### src/rtl/skf_pkg.sv
// ----------------------------------------------------------------------------
// skf_pkg: shared types and constants of the scalar Kalman filter unit
// Holds the action and condition codes, the control word layout, the
// microcode program, the register map and the fixed-point constants.
// ----------------------------------------------------------------------------
package skf_pkg;

  localparam int unsigned EstW   = 24;
  localparam int unsigned UncW   = 24;
  localparam int unsigned GainW  = 17;
  localparam int unsigned SampW  = 16;
  localparam int unsigned DenW   = 25;
  localparam int unsigned QuoW   = 17;
  localparam int unsigned CntW   = 5;
  localparam int unsigned PcW    = 3;
  localparam int unsigned ProdW  = 43;
  localparam int unsigned AddrW  = 4;
  localparam int unsigned DataW  = 32;

  localparam logic [GainW-1:0] GainOne     = 17'd65536;
  localparam logic [CntW-1:0]  DivLastCnt  = CntW'(QuoW - 1);
  localparam logic [UncW-1:0]  NoiseReset  = 24'd65536;
  localparam logic [EstW-1:0]  InitEstRst  = 24'd0;
  localparam logic [UncW-1:0]  InitUncRst  = 24'd65536;

  // Register indexes (word address bits of paddr).
  localparam logic [1:0] RegNoise   = 2'd0;
  localparam logic [1:0] RegInitEst = 2'd1;
  localparam logic [1:0] RegInitUnc = 2'd2;

  // Program step addresses.
  localparam logic [PcW-1:0] StepWait   = 3'd0;
  localparam logic [PcW-1:0] StepDiv    = 3'd1;
  localparam logic [PcW-1:0] StepGain   = 3'd2;
  localparam logic [PcW-1:0] StepMulEst = 3'd3;
  localparam logic [PcW-1:0] StepUpdEst = 3'd4;
  localparam logic [PcW-1:0] StepMulUnc = 3'd5;
  localparam logic [PcW-1:0] StepUpdUnc = 3'd6;
  localparam logic [PcW-1:0] StepEmit   = 3'd7;

  typedef enum logic [2:0] {
    ACT_LOAD,
    ACT_DIV,
    ACT_GAIN,
    ACT_MUL_EST,
    ACT_UPD_EST,
    ACT_MUL_UNC,
    ACT_UPD_UNC,
    ACT_EMIT
  } skf_act_e;

  typedef enum logic [1:0] {
    COND_NEVER,
    COND_NO_INPUT,
    COND_CNT_NZ,
    COND_OUT_BUSY
  } skf_cond_e;

  typedef struct packed {
    skf_act_e        act;
    skf_cond_e       cond;
    logic [PcW-1:0]  target;
    logic            hold_exec;
  } skf_uword_t;

  typedef struct packed {
    skf_act_e act;
    logic     fire;
  } skf_ctrl_t;

  typedef struct packed {
    logic cnt_zero;
    logic out_busy;
  } skf_status_t;

  typedef struct packed {
    logic             load_est;
    logic             load_unc;
    logic [EstW-1:0]  est;
    logic [UncW-1:0]  unc;
  } skf_cfg_t;

  // Microcode program. A true condition jumps to target; otherwise the
  // step counter advances (the last step wraps back to the wait step).
  function automatic skf_uword_t skf_ucode(input logic [PcW-1:0] pc);
    skf_uword_t w;
    w = '{act: ACT_LOAD, cond: COND_NO_INPUT, target: StepWait, hold_exec: 1'b0};
    case (pc)
      StepWait:   w = '{act: ACT_LOAD,    cond: COND_NO_INPUT, target: StepWait,
                        hold_exec: 1'b0};
      StepDiv:    w = '{act: ACT_DIV,     cond: COND_CNT_NZ,   target: StepDiv,
                        hold_exec: 1'b1};
      StepGain:   w = '{act: ACT_GAIN,    cond: COND_NEVER,    target: StepWait,
                        hold_exec: 1'b0};
      StepMulEst: w = '{act: ACT_MUL_EST, cond: COND_NEVER,    target: StepWait,
                        hold_exec: 1'b0};
      StepUpdEst: w = '{act: ACT_UPD_EST, cond: COND_NEVER,    target: StepWait,
                        hold_exec: 1'b0};
      StepMulUnc: w = '{act: ACT_MUL_UNC, cond: COND_NEVER,    target: StepWait,
                        hold_exec: 1'b0};
      StepUpdUnc: w = '{act: ACT_UPD_UNC, cond: COND_NEVER,    target: StepWait,
                        hold_exec: 1'b0};
      StepEmit:   w = '{act: ACT_EMIT,    cond: COND_OUT_BUSY, target: StepEmit,
                        hold_exec: 1'b0};
      default:    w = '{act: ACT_LOAD,    cond: COND_NO_INPUT, target: StepWait,
                        hold_exec: 1'b0};
    endcase
    return w;
  endfunction

endpackage

### src/rtl/skf_if.sv
// ----------------------------------------------------------------------------
// skf_if: stream channels of the scalar Kalman filter unit
// Sample channel and result channel, each with valid, ready and payload.
// ----------------------------------------------------------------------------
interface skf_in_if;
  logic               valid;
  logic               ready;
  logic signed [15:0] sample;

  modport source (output valid, output sample, input ready);
  modport sink   (input valid, input sample, output ready);
endinterface

interface skf_out_if;
  logic               valid;
  logic               ready;
  logic signed [23:0] filtered;
  logic        [16:0] kalman_gain;

  modport source (output valid, output filtered, output kalman_gain, input ready);
  modport sink   (input valid, input filtered, input kalman_gain, output ready);
endinterface

### src/rtl/skf_regs.sv
// ----------------------------------------------------------------------------
// skf_regs: configuration register file
// APB-style slave holding the noise and the two initial-state registers.
// ----------------------------------------------------------------------------
module skf_regs
  import skf_pkg::*;
(
  input  logic             clk_i,
  input  logic             rst_ni,
  input  logic             psel,
  input  logic             penable,
  input  logic             pwrite,
  input  logic [AddrW-1:0] paddr,
  input  logic [DataW-1:0] pwdata,
  output logic [DataW-1:0] prdata,
  output logic             pready,
  output logic [UncW-1:0]  noise_o,
  output skf_cfg_t         cfg_o
);

  logic [UncW-1:0] noise_q, noise_d;
  logic [EstW-1:0] init_est_q, init_est_d;
  logic [UncW-1:0] init_unc_q, init_unc_d;
  logic            wr;
  logic [1:0]      idx;

  assign pready = 1'b1;
  assign wr     = psel && penable && pwrite;
  assign idx    = paddr[3:2];

  always_comb begin
    noise_d    = noise_q;
    init_est_d = init_est_q;
    init_unc_d = init_unc_q;
    if (wr) begin
      case (idx)
        RegNoise:   noise_d    = pwdata[UncW-1:0];
        RegInitEst: init_est_d = pwdata[EstW-1:0];
        RegInitUnc: init_unc_d = pwdata[UncW-1:0];
        default: ;
      endcase
    end
  end

  always_ff @(posedge clk_i or negedge rst_ni) begin
    if (!rst_ni) begin
      noise_q    <= NoiseReset;
      init_est_q <= InitEstRst;
      init_unc_q <= InitUncRst;
    end else begin
      noise_q    <= noise_d;
      init_est_q <= init_est_d;
      init_unc_q <= init_unc_d;
    end
  end

  always_comb begin
    case (idx)
      RegNoise:   prdata = {8'd0, noise_q};
      RegInitEst: prdata = {8'd0, init_est_q};
      RegInitUnc: prdata = {8'd0, init_unc_q};
      default:    prdata = '0;
    endcase
  end

  // A write to an initial register also reloads the matching state.
  assign noise_o = noise_q;
  assign cfg_o   = '{load_est: wr && (idx == RegInitEst),
                     load_unc: wr && (idx == RegInitUnc),
                     est:      pwdata[EstW-1:0],
                     unc:      pwdata[UncW-1:0]};

endmodule

### src/rtl/skf_sequencer.sv
// ----------------------------------------------------------------------------
// skf_sequencer: microcode step counter
// Fetches the control word of the current step and resolves its jump.
// ----------------------------------------------------------------------------
module skf_sequencer
  import skf_pkg::*;
(
  input  logic        clk_i,
  input  logic        rst_ni,
  input  logic        in_valid_i,
  input  skf_status_t status_i,
  output skf_ctrl_t   ctrl_o
);

  logic [PcW-1:0] pc_q, pc_d;
  skf_uword_t     word;
  logic           jump;

  assign word = skf_ucode(pc_q);

  always_comb begin
    case (word.cond)
      COND_NEVER:    jump = 1'b0;
      COND_NO_INPUT: jump = !in_valid_i;
      COND_CNT_NZ:   jump = !status_i.cnt_zero;
      COND_OUT_BUSY: jump = status_i.out_busy;
      default:       jump = 1'b0;
    endcase
  end

  // The step counter wraps from the last step back to the wait step.
  assign pc_d = jump ? word.target : pc_q + PcW'(1);

  always_ff @(posedge clk_i or negedge rst_ni) begin
    if (!rst_ni) begin
      pc_q <= StepWait;
    end else begin
      pc_q <= pc_d;
    end
  end

  assign ctrl_o = '{act: word.act, fire: !jump || word.hold_exec};

endmodule

### src/rtl/skf_datapath.sv
// ----------------------------------------------------------------------------
// skf_datapath: filter state, divider and shared multiplier
// Executes one action per cycle as the control word selects, when the word fires.
// ----------------------------------------------------------------------------
module skf_datapath
  import skf_pkg::*;
(
  input  logic              clk_i,
  input  logic              rst_ni,
  input  skf_ctrl_t         ctrl_i,
  input  skf_cfg_t          cfg_i,
  input  logic [UncW-1:0]   noise_i,
  input  logic [SampW-1:0]  sample_i,
  input  logic              out_ready_i,
  output logic              out_valid_o,
  output logic [EstW-1:0]   filtered_o,
  output logic [GainW-1:0]  gain_o,
  output skf_status_t       status_o
);

  logic [EstW-1:0]   est_q, est_d;
  logic [UncW-1:0]   unc_q, unc_d;
  logic [SampW-1:0]  sample_q;
  logic [DenW-1:0]   den_q;
  logic [DenW-1:0]   rem_q;
  logic [QuoW-1:0]   shl_q;
  logic [QuoW-1:0]   quo_q;
  logic [CntW-1:0]   cnt_q;
  logic [GainW-1:0]  gain_q;
  logic [ProdW-1:0]  prod_q;
  logic              out_valid_q;
  logic [EstW-1:0]   filt_q;
  logic [GainW-1:0]  ogain_q;

  logic [DenW:0]          trial;
  logic                   q_bit;
  logic signed [DenW-1:0] diff;
  logic signed [17:0]     mul_a;
  logic signed [24:0]     mul_b;
  logic signed [42:0]     mul_p;

  function automatic logic is_act(input skf_ctrl_t c, input skf_act_e a);
    return c.fire && (c.act == a);
  endfunction

  // One restoring division step: shift in the next dividend bit.
  assign trial = {rem_q, shl_q[QuoW-1]};
  assign q_bit = (trial >= {1'b0, den_q});

  assign diff = $signed({sample_q[SampW-1], sample_q, 8'd0})
              - $signed({est_q[EstW-1], est_q});

  always_comb begin
    if (ctrl_i.act == ACT_MUL_UNC) begin
      mul_a = $signed({1'b0, GainOne - gain_q});
      mul_b = $signed({1'b0, unc_q});
    end else begin
      mul_a = $signed({1'b0, gain_q});
      mul_b = diff;
    end
  end

  assign mul_p = mul_a * mul_b;

  always_comb begin
    est_d = est_q;
    unc_d = unc_q;
    if (is_act(ctrl_i, ACT_UPD_EST)) est_d = est_q + prod_q[39:16];
    if (is_act(ctrl_i, ACT_UPD_UNC)) unc_d = prod_q[39:16];
    if (cfg_i.load_est) est_d = cfg_i.est;
    if (cfg_i.load_unc) unc_d = cfg_i.unc;
  end

  always_ff @(posedge clk_i or negedge rst_ni) begin
    if (!rst_ni) begin
      est_q       <= InitEstRst;
      unc_q       <= InitUncRst;
      cnt_q       <= '0;
      out_valid_q <= 1'b0;
    end else begin
      est_q <= est_d;
      unc_q <= unc_d;
      if (is_act(ctrl_i, ACT_LOAD)) begin
        cnt_q <= DivLastCnt;
      end else if (is_act(ctrl_i, ACT_DIV)) begin
        cnt_q <= cnt_q - CntW'(1);
      end
      if (is_act(ctrl_i, ACT_EMIT)) begin
        out_valid_q <= 1'b1;
      end else if (out_ready_i) begin
        out_valid_q <= 1'b0;
      end
    end
  end

  always_ff @(posedge clk_i) begin
    if (is_act(ctrl_i, ACT_LOAD)) begin
      sample_q <= sample_i;
      den_q    <= {1'b0, unc_q} + {1'b0, noise_i};
      rem_q    <= {2'b00, unc_q[UncW-1:1]};
      shl_q    <= {unc_q[0], 16'd0};
      quo_q    <= '0;
    end
    if (is_act(ctrl_i, ACT_DIV)) begin
      rem_q <= q_bit ? DenW'(trial - {1'b0, den_q}) : trial[DenW-1:0];
      shl_q <= {shl_q[QuoW-2:0], 1'b0};
      quo_q <= {quo_q[QuoW-2:0], q_bit};
    end
    // A zero denominator only arises with zero uncertainty: gain is zero.
    if (is_act(ctrl_i, ACT_GAIN)) begin
      gain_q <= (den_q == '0) ? '0 : quo_q;
    end
    if (is_act(ctrl_i, ACT_MUL_EST) || is_act(ctrl_i, ACT_MUL_UNC)) begin
      prod_q <= mul_p;
    end
    if (is_act(ctrl_i, ACT_EMIT)) begin
      filt_q  <= est_q;
      ogain_q <= gain_q;
    end
  end

  assign out_valid_o = out_valid_q;
  assign filtered_o  = filt_q;
  assign gain_o      = ogain_q;
  assign status_o    = '{cnt_zero: (cnt_q == '0),
                         out_busy: out_valid_q && !out_ready_i};

endmodule

### src/rtl/scalar_kalman_filter_unit.sv
// ----------------------------------------------------------------------------
// scalar_kalman_filter_unit: one-state Kalman filter without process noise
// Top level: configuration registers, microcode sequencer and datapath.
// ----------------------------------------------------------------------------
// Each sample transaction runs one filter step and yields one result
// transaction carrying the new Q16.8 estimate and the Q1.16 gain. From
// acceptance to the result being offered, a step runs a load step, 17
// iterations of the restoring divider that forms the gain, and
// six further program steps that share one 18x25 multiplier for the
// estimate and uncertainty updates and then present the result. The next
// sample is taken in the cycle after the result is handed to the output
// register, so no new sample is taken while a step is still running; a
// stalled result holds the program at its last step. Configuration is
// to be written through the APB port only while the block is idle; the
// block itself does not enforce this. Writing an initial register reloads
// the matching state at once. No clearing pass is needed after reset.
module scalar_kalman_filter_unit
  import skf_pkg::*;
(
  input  logic             clk_i,
  input  logic             rst_ni,
  skf_in_if.sink           in_chan_i,
  skf_out_if.source        out_chan_o,
  input  logic             psel,
  input  logic             penable,
  input  logic             pwrite,
  input  logic [AddrW-1:0] paddr,
  input  logic [DataW-1:0] pwdata,
  output logic [DataW-1:0] prdata,
  output logic             pready
);

  skf_ctrl_t       ctrl;
  skf_status_t     status;
  skf_cfg_t        cfg;
  logic [UncW-1:0] noise;
  logic [EstW-1:0] filtered;

  skf_regs u_regs (
    .clk_i   (clk_i),
    .rst_ni  (rst_ni),
    .psel    (psel),
    .penable (penable),
    .pwrite  (pwrite),
    .paddr   (paddr),
    .pwdata  (pwdata),
    .prdata  (prdata),
    .pready  (pready),
    .noise_o (noise),
    .cfg_o   (cfg)
  );

  skf_sequencer u_seq (
    .clk_i      (clk_i),
    .rst_ni     (rst_ni),
    .in_valid_i (in_chan_i.valid),
    .status_i   (status),
    .ctrl_o     (ctrl)
  );

  skf_datapath u_dp (
    .clk_i       (clk_i),
    .rst_ni      (rst_ni),
    .ctrl_i      (ctrl),
    .cfg_i       (cfg),
    .noise_i     (noise),
    .sample_i    (in_chan_i.sample),
    .out_ready_i (out_chan_o.ready),
    .out_valid_o (out_chan_o.valid),
    .filtered_o  (filtered),
    .gain_o      (out_chan_o.kalman_gain),
    .status_o    (status)
  );

  // The wait step is the only one that takes a sample.
  assign in_chan_i.ready     = (ctrl.act == ACT_LOAD);
  assign out_chan_o.filtered = $signed(filtered);

  // A sample transaction starts a program run, so the next cycle is busy.
  a_busy_after_accept: assert property (@(posedge clk_i) disable iff (!rst_ni)
    (in_chan_i.valid && in_chan_i.ready) |=> !in_chan_i.ready)
    else $error("sample accepted twice in a row");

  // The gain never exceeds one.
  a_gain_range: assert property (@(posedge clk_i) disable iff (!rst_ni)
    out_chan_o.valid |-> (out_chan_o.kalman_gain <= GainOne))
    else $error("gain above one");

  // A new result only appears at the end of a program run.
  a_result_after_run: assert property (@(posedge clk_i) disable iff (!rst_ni)
    $rose(out_chan_o.valid) |-> $past(!in_chan_i.ready))
    else $error("result raised outside the emit step");

endmodule
### src/flat_wrapper.sv
// flat-port wrapper written by rule: the top's interface ports become plain ports
module scalar_kalman_filter_unit_flat import skf_pkg::*;
  (clk_i, rst_ni, psel, penable, pwrite, paddr, pwdata, prdata, pready, in_chan_i_valid, in_chan_i_sample, in_chan_i_ready, out_chan_o_valid, out_chan_o_filtered, out_chan_o_kalman_gain, out_chan_o_ready);
  skf_in_if in_chan_i_i ();
  skf_out_if out_chan_o_i ();
  input  logic clk_i;
  input  logic rst_ni;
  input  logic psel;
  input  logic penable;
  input  logic pwrite;
  input  logic [AddrW-1:0] paddr;
  input  logic [DataW-1:0] pwdata;
  output logic [DataW-1:0] prdata;
  output logic pready;
  input wire logic [$bits(in_chan_i_i.valid)-1:0] in_chan_i_valid;
  input wire logic [$bits(in_chan_i_i.sample)-1:0] in_chan_i_sample;
  output wire logic [$bits(in_chan_i_i.ready)-1:0] in_chan_i_ready;
  output wire logic [$bits(out_chan_o_i.valid)-1:0] out_chan_o_valid;
  output wire logic [$bits(out_chan_o_i.filtered)-1:0] out_chan_o_filtered;
  output wire logic [$bits(out_chan_o_i.kalman_gain)-1:0] out_chan_o_kalman_gain;
  input wire logic [$bits(out_chan_o_i.ready)-1:0] out_chan_o_ready;
  assign in_chan_i_i.valid = in_chan_i_valid;
  assign in_chan_i_i.sample = in_chan_i_sample;
  assign in_chan_i_ready = in_chan_i_i.ready;
  assign out_chan_o_valid = out_chan_o_i.valid;
  assign out_chan_o_filtered = out_chan_o_i.filtered;
  assign out_chan_o_kalman_gain = out_chan_o_i.kalman_gain;
  assign out_chan_o_i.ready = out_chan_o_ready;
  scalar_kalman_filter_unit u_core (.clk_i(clk_i), .rst_ni(rst_ni), .in_chan_i(in_chan_i_i), .out_chan_o(out_chan_o_i), .psel(psel), .penable(penable), .pwrite(pwrite), .paddr(paddr), .pwdata(pwdata), .prdata(prdata), .pready(pready));
endmodule
### config.mk
export PLATFORM = sky130hd
export DESIGN_NAME = scalar_kalman_filter_unit_flat
export DESIGN_NICKNAME = d
export VERILOG_FILES = /design/src/rtl/skf_pkg.sv /design/src/rtl/skf_if.sv /design/src/rtl/skf_regs.sv /design/src/rtl/skf_sequencer.sv /design/src/rtl/skf_datapath.sv /design/src/rtl/scalar_kalman_filter_unit.sv /design/src/flat_wrapper.sv
export SDC_FILE = /design/constraint.sdc
export NUM_CORES = 2
export LEC_CHECK = 0
export ABC_AREA = 1
export BUFFER_PORTS_ARGS = -buffer_cell sky130_fd_sc_hd__buf_4
export CAP_MARGIN = 20
export CORE_MARGIN = 5
export CORE_UTILIZATION = 50
export DETAILED_ROUTE_END_ITERATION = 16
export PLACE_DENSITY = 0.67
export SYNTH_ARGS = -nofsm -noshare
export SYNTH_HDL_FRONTEND = slang
export SYNTH_SLANG_ARGS = --single-unit
### constraint.sdc
create_clock -name clk_i -period 9.06 [get_ports clk_i]
set_input_delay 2.718 -clock clk_i [delete_from_list [all_inputs] [get_ports clk_i]]
set_output_delay 2.718 -clock clk_i [all_outputs]
set_load 0.1 [all_outputs]
Word-level counts from Yosys, hierarchy flattened. Memories as Yosys holds them, arrays and structs flattened. Index checks and enable logic that the tools add are counted.

Output and inout port bits: 76. Input bits: 59. Bits in registers: 311. Memories: 1. ROM bits: 72.

Memory list: (name not given) (depth 8, width 9, read ports 1, clocked after Yosys merged registers in 0, write ports 0, RTL line skf_pkg.sv:88) `case (pc)`.

Reductions and logical operators: 31. Eq/ne operators: 12. Multiply operators: 1. Multiplexer cells: 19. Magnitude comparators: 1. Add/subtract/negate cells: 7.

Operators by type and width (number): two-way mux 25 bit (4); two-way mux 24 bit (4); case mux 24 bit (3 select lines) (1); two-way mux 17 bit (4); multiplier 18 x 25 -> 40 bit (1); greater-or-equal comparator 26 x 25 -> 1 bit (1); adder 24 x 24 -> 25 bit (1); logical NOT 25 bit (1); subtractor 24 x 24 -> 25 bit (1); subtractor 25 bit (1); adder 24 bit (1); subtractor 17 bit, first input constant (1); logical AND 1 bit (13); == test 3 bit, second input constant (4); two-way mux 5 bit (2); nonzero test 2 bit (4); == test 2 bit, second input constant (3); == test 3 x 2 -> 1 bit, second input constant (2); AND reduction 2 bit (3); logical NOT 5 bit (1); subtractor 5 x 1 -> 5 bit, second input constant (1); == test 2 x 1 -> 1 bit, second input constant (2); logical NOT 1 bit (4); logical NOT 2 bit (2); other kinds (7) (9).

Depth between registers and ports, before layout.
Depth in word-level cells: 8. Gate-level depth with buffers: 38. Mapped depth without buffers: 37.

Hierarchy. From an unflattened synthesis, not the netlist that was laid out.

Cell total of the unflattened synthesis: 3967. Area, all modules: 32643.8 µm².

Modules (own cells, without submodules): skf_datapath (instances 1, cells each 3450, sequential area each 6337.3 µm², area an instance 28473.6 µm²); skf_regs (instances 1, cells each 479, sequential area each 1804.2 µm², area an instance 3901.2 µm²); skf_sequencer (instances 1, cells each 34, sequential area each 75.1 µm², area an instance 251.5 µm²); scalar_kalman_filter_unit (instances 1, cells each 4, sequential area each 0.0 µm², area an instance 17.5 µm²).

Worst setup path after synthesis. Ideal clock, no wire load.

Path type: input to output. Start: input paddr[2]. End: output prdata[10]. Stages on the path: 5. Required time: 6.342 ns. Arrival time: 4.679 ns. Slack: 1.663 ns. Path through: inv_1 nor2_1 inv_1 clkbuf_1 o221ai_1.

Cells in the longest elaborated chain, start to end: 2. Elaborated cells on any way between the ends: 4.

RTL lines: start, declared (RTL line flat_wrapper.sv:11) `input logic [AddrW-1:0] paddr;`; == test 2 bit (tied with other cells) (RTL line skf_regs.sv:58) `case (idx)`; case mux 24 bit (3 select lines) * (RTL line skf_regs.sv:58); end, declared (RTL line flat_wrapper.sv:13) `output logic [DataW-1:0] prdata;`.

Every way passes the cells marked *; elsewhere a longest branch is shown, timed or not.

Worst setup path in the final report.
Start: register u_core.u_dp.est_q[1]. End: register u_core.u_dp.prod_q[27] (data pin).

Cells in the longest elaborated chain, start to end: 3.

RTL lines: start, declared (RTL line skf_datapath.sv:21) `logic [EstW-1:0] est_q, est_d;`; start signal, assigned (RTL line skf_datapath.sv:76) `est_q <= InitEstRst;`; start signal, assigned (RTL line skf_datapath.sv:81) `est_q <= est_d;`; subtractor 24 x 24 -> 25 bit (RTL line skf_datapath.sv:51) `- $signed({est_q[EstW-1], est_q});`; two-way mux 25 bit (RTL line skf_datapath.sv:54) `if (ctrl_i.act == ACT_MUL_UNC) begin`; multiplier 18 x 25 -> 40 bit (RTL line skf_datapath.sv:63) `assign mul_p = mul_a * mul_b;`; named net u_core.u_dp.mul_p[27] (RTL line skf_datapath.sv:40) `logic signed [42:0] mul_p;`; end signal, assigned (RTL line skf_datapath.sv:114) `prod_q <= mul_p;`; end, declared (RTL line skf_datapath.sv:30) `logic [ProdW-1:0] prod_q;`.

The timed path passes the listed nets, and every way through them passes these cells. A chain may end at the register's enable or synchronous reset.

==> results.yml <==
run_status:
  outcome: "complete, no violations"
placed_design:
  routabilityCongestion: 0.9610
  io_buffers: 115
  hpwl_um: 77220
drt:
  vias: 25890
  postRouteAntennaNets: 0
  wl_um: 95500
  drtIter0Drc: 2310
  wire_per_inst_um: 20.16
  first_pass_iters: 6
  via_per_inst: 5.465
  drc_errors: 0
die:
  die_w_um: 262.6
  die_area_um2: 68970
  die_height_um: 262.6
  core-area_um2: 63200
  rows: 92
  initial_core_util_pct: 50.49
  io_pins: 135
setup_path:
  startpoint: "u_core.u_dp.est_q[1]"
  cp_max_fo: 12
  reg2reg_to: "u_core.u_dp.prod_q[27]"
  reg2reg_slack_ps: 760
  startpoint_type: "register"
  arrival_ps: 8610
  r2r_cells: 29
  crit_end: "u_core.u_dp.prod_q[27]"
  end_kind: "register"
  r2r-start: "u_core.u_dp.est_q[1]"
  slowest_stage: "fa_1"
  crit_top_cell: "inv_1"
  worst_ep_required_time_ps: 9370
  crit_type: "reg -> reg"
  max_stage_delay_ps: 560
grt:
  grt_max_degree: 75
  grt_pass1_wl_um: 149100
  antenna_found_initial: 0
  grt-ovfl-total: 0
  grt_pass1_vias: 26070
  grt.total_usage_pct: 27.25
synth:
  yosys_warnings: 0
  synth_ff_type: "edfxtp_1"
  synth_area_per_cell_um2: 8.473
  synthDistinctLibCells: 67
  synth_top_cell_by_area: "fa_1"
  synthCells: 3766
  synth-edff-count: 166
  async_flop_share_pct: 43.73
  synth_top_cells_by_area: "fa_1 (25%), edfxtp_1 (16%), dfrtp_1 (9.9%)"
  synth.ff_latch_count: 295
  ys_seq_area_share_pct: 25.75
  synth_area_um2: 31910
  synth_top_area_share_pct: 24.66
cells_and_area:
  syn2layout_area_growth_pct: 9.352
  num-nets-final: 4510
  layout_commonest_cell: "inv_1"
  n_antenna_cell: 0
  final_cell_mix: "inv_1 (800), nand2_1 (682), fa_1 (393), nor2_1 (358), ha_1 (192)"
  layout-drive-gt1-share_pct: 8.969
  num-fill-cells: 5805
clock_tree:
  clk_pin_slew_ps: 70
  cts_hold_buf: 0
  clockBufferDepth: 3
  clock_latency_ps: 590
  post_cts_resized: 0
  numCtsBuffers: 31
  htreeDepth: 1
  cts_tree: "built"
  numClockSinks: 295
  postCtsSetupBuffers: 0
  root_buffer: "clkbuf_16"
sta:
  worst_pin_slew_ps: 1145
  setup_viol: 0
  fin_crit_ps: 8305
  hold_viol: 0
  clock_skew_ps: 31.79
  min_period_over_period_pct: 91.67
  max-slew-margin-rel_pct: 23.49
  max_freq_mhz: 120.4
  drv_slew: 0
  finalSetupTns_ps: 0
  rsz0062_at_grt: "false"
min_path:
  hold_class: "reg -> reg"
  hold_start: "u_core.u_dp.gain_q[14]"
run:
  cap_violations: 0
## worst min-delay path by stage
stage	end	slack, ps	depth (start not counted)
2_1_floorplan	u_core.u_dp.gain_o[14]	430	0
3_3_place_gp	u_core.u_dp.gain_o[14]	460	0
3_5_place_dp	u_core.u_dp.gain_o[14]	460	0
4_1_cts	u_core.u_dp.gain_o[14]	480	0
5_1_grt	u_core.u_dp.gain_o[14]	490	0
6_report	u_core.u_dp.gain_o[14]	480	0
## flip-flops by register name, summed over array words and instances, names as in the netlist, 24 cells and up
| name | flops |
|---|---|
| u_core.u_dp.den_q | 25 |
| u_core.u_dp.est_q | 24 |
| u_core.u_dp.filtered_o | 24 |
| u_core.u_dp.prod_q | 24 |
| u_core.u_dp.rem_q | 25 |
| u_core.u_dp.unc_q | 24 |
| u_core.u_regs.init_est_q | 24 |
| u_core.u_regs.init_unc_q | 24 |
| u_core.u_regs.noise_o | 24 |
## per-stage QoR
step | setup WS [ps] | cells | hold WS, ps | util, % | instance area (um^2)
floorplan | 1663 | 3773 | 426.4 | - | 31930
global placement | 938.2 | 4676 | 463.6 | 53.41 | 33750
detailed placement | 837.3 | 4677 | 463.1 | 53.43 | 33770
CTS | 787.4 | 4735 | 479.2 | 55.18 | 34870
global route | 424.6 | 4737 | 486.0 | 55.21 | 34890
finish | 755.1 | 4737 | 478.9 | 55.21 | 34890
## cell usage after synthesis (all sizes together) (3+ instances only)
cell type / n
a211oi: 5
buf: 69
mux2: 23
nand4: 32
a21oi: 152
nand2: 704
dfstp: 3
o21bai: 11
dfrtp: 126
ha: 192
o221ai: 39
clkinv: 5
edfxtp: 166
a21boi: 7
nand3: 186
nor2: 377
o21ai: 173
or2: 13
a31oi: 7
fa: 393
clkbuf: 44
o211ai: 28
a21o: 9
o22ai: 6
xnor2: 44
o21a: 7
inv: 813
nor3: 27
nor4: 11
xor2: 71
nand3b: 11
## cell type report
class	instances	area (um^2)	share of cell area [%]
clock inverters	19	219.0	0.6275
well taps	846	1059	3.034
clock buffers	39	888.4	2.546
repair buffers	173	1314	3.765
flip-flops and latches	295	8217	23.55
multi-input cells	2547	20120	57.67
inverters	818	3073	8.807
## layer usage
metal | track usage [%] | vias up | share of wire (%) | wire length [um]
met3 | 4.859 | 209 | 8.7 | 8275
met2 | 44.03 | 1145 | 46 | 43920
li1 | - | 11940 | - | -
met1 | 37.10 | 12590 | 41 | 38840
met4 | 10.18 | 0 | 4.7 | 4468
met5 | 0 | - | 0 | 0
## logic make-up (layout without fill, tap and decap cells)
kind of cell / count (synthesis) / after routing / synth area share, %
other cells: 2 / 9 / 0.02354
compound gates: 452 / 452 / 8.497
mux: 23 / 23 / 0.8117
buf+inv: 931 / 1049 / 11.39
flops: 295 / 295 / 25.75
xor+xnor: 115 / 115 / 3.215
fa+ha+maj: 585 / 585 / 32.19
simple gates: 1363 / 1363 / 18.12
## worst max-delay path, delay by kind of cell (launching register included)
kind | cells | cell delay, ps
fa+ha+maj | 8 | 3720
buf+inv | 7 | 620
compound gates | 8 | 1620
xor+xnor | 2 | 520
flops | 1 | 400
simple gates | 4 | 1150
Power is left out: the tool's default activity adds up to more than one toggle a clock period on the data nets, which glitch-free logic cannot reach.
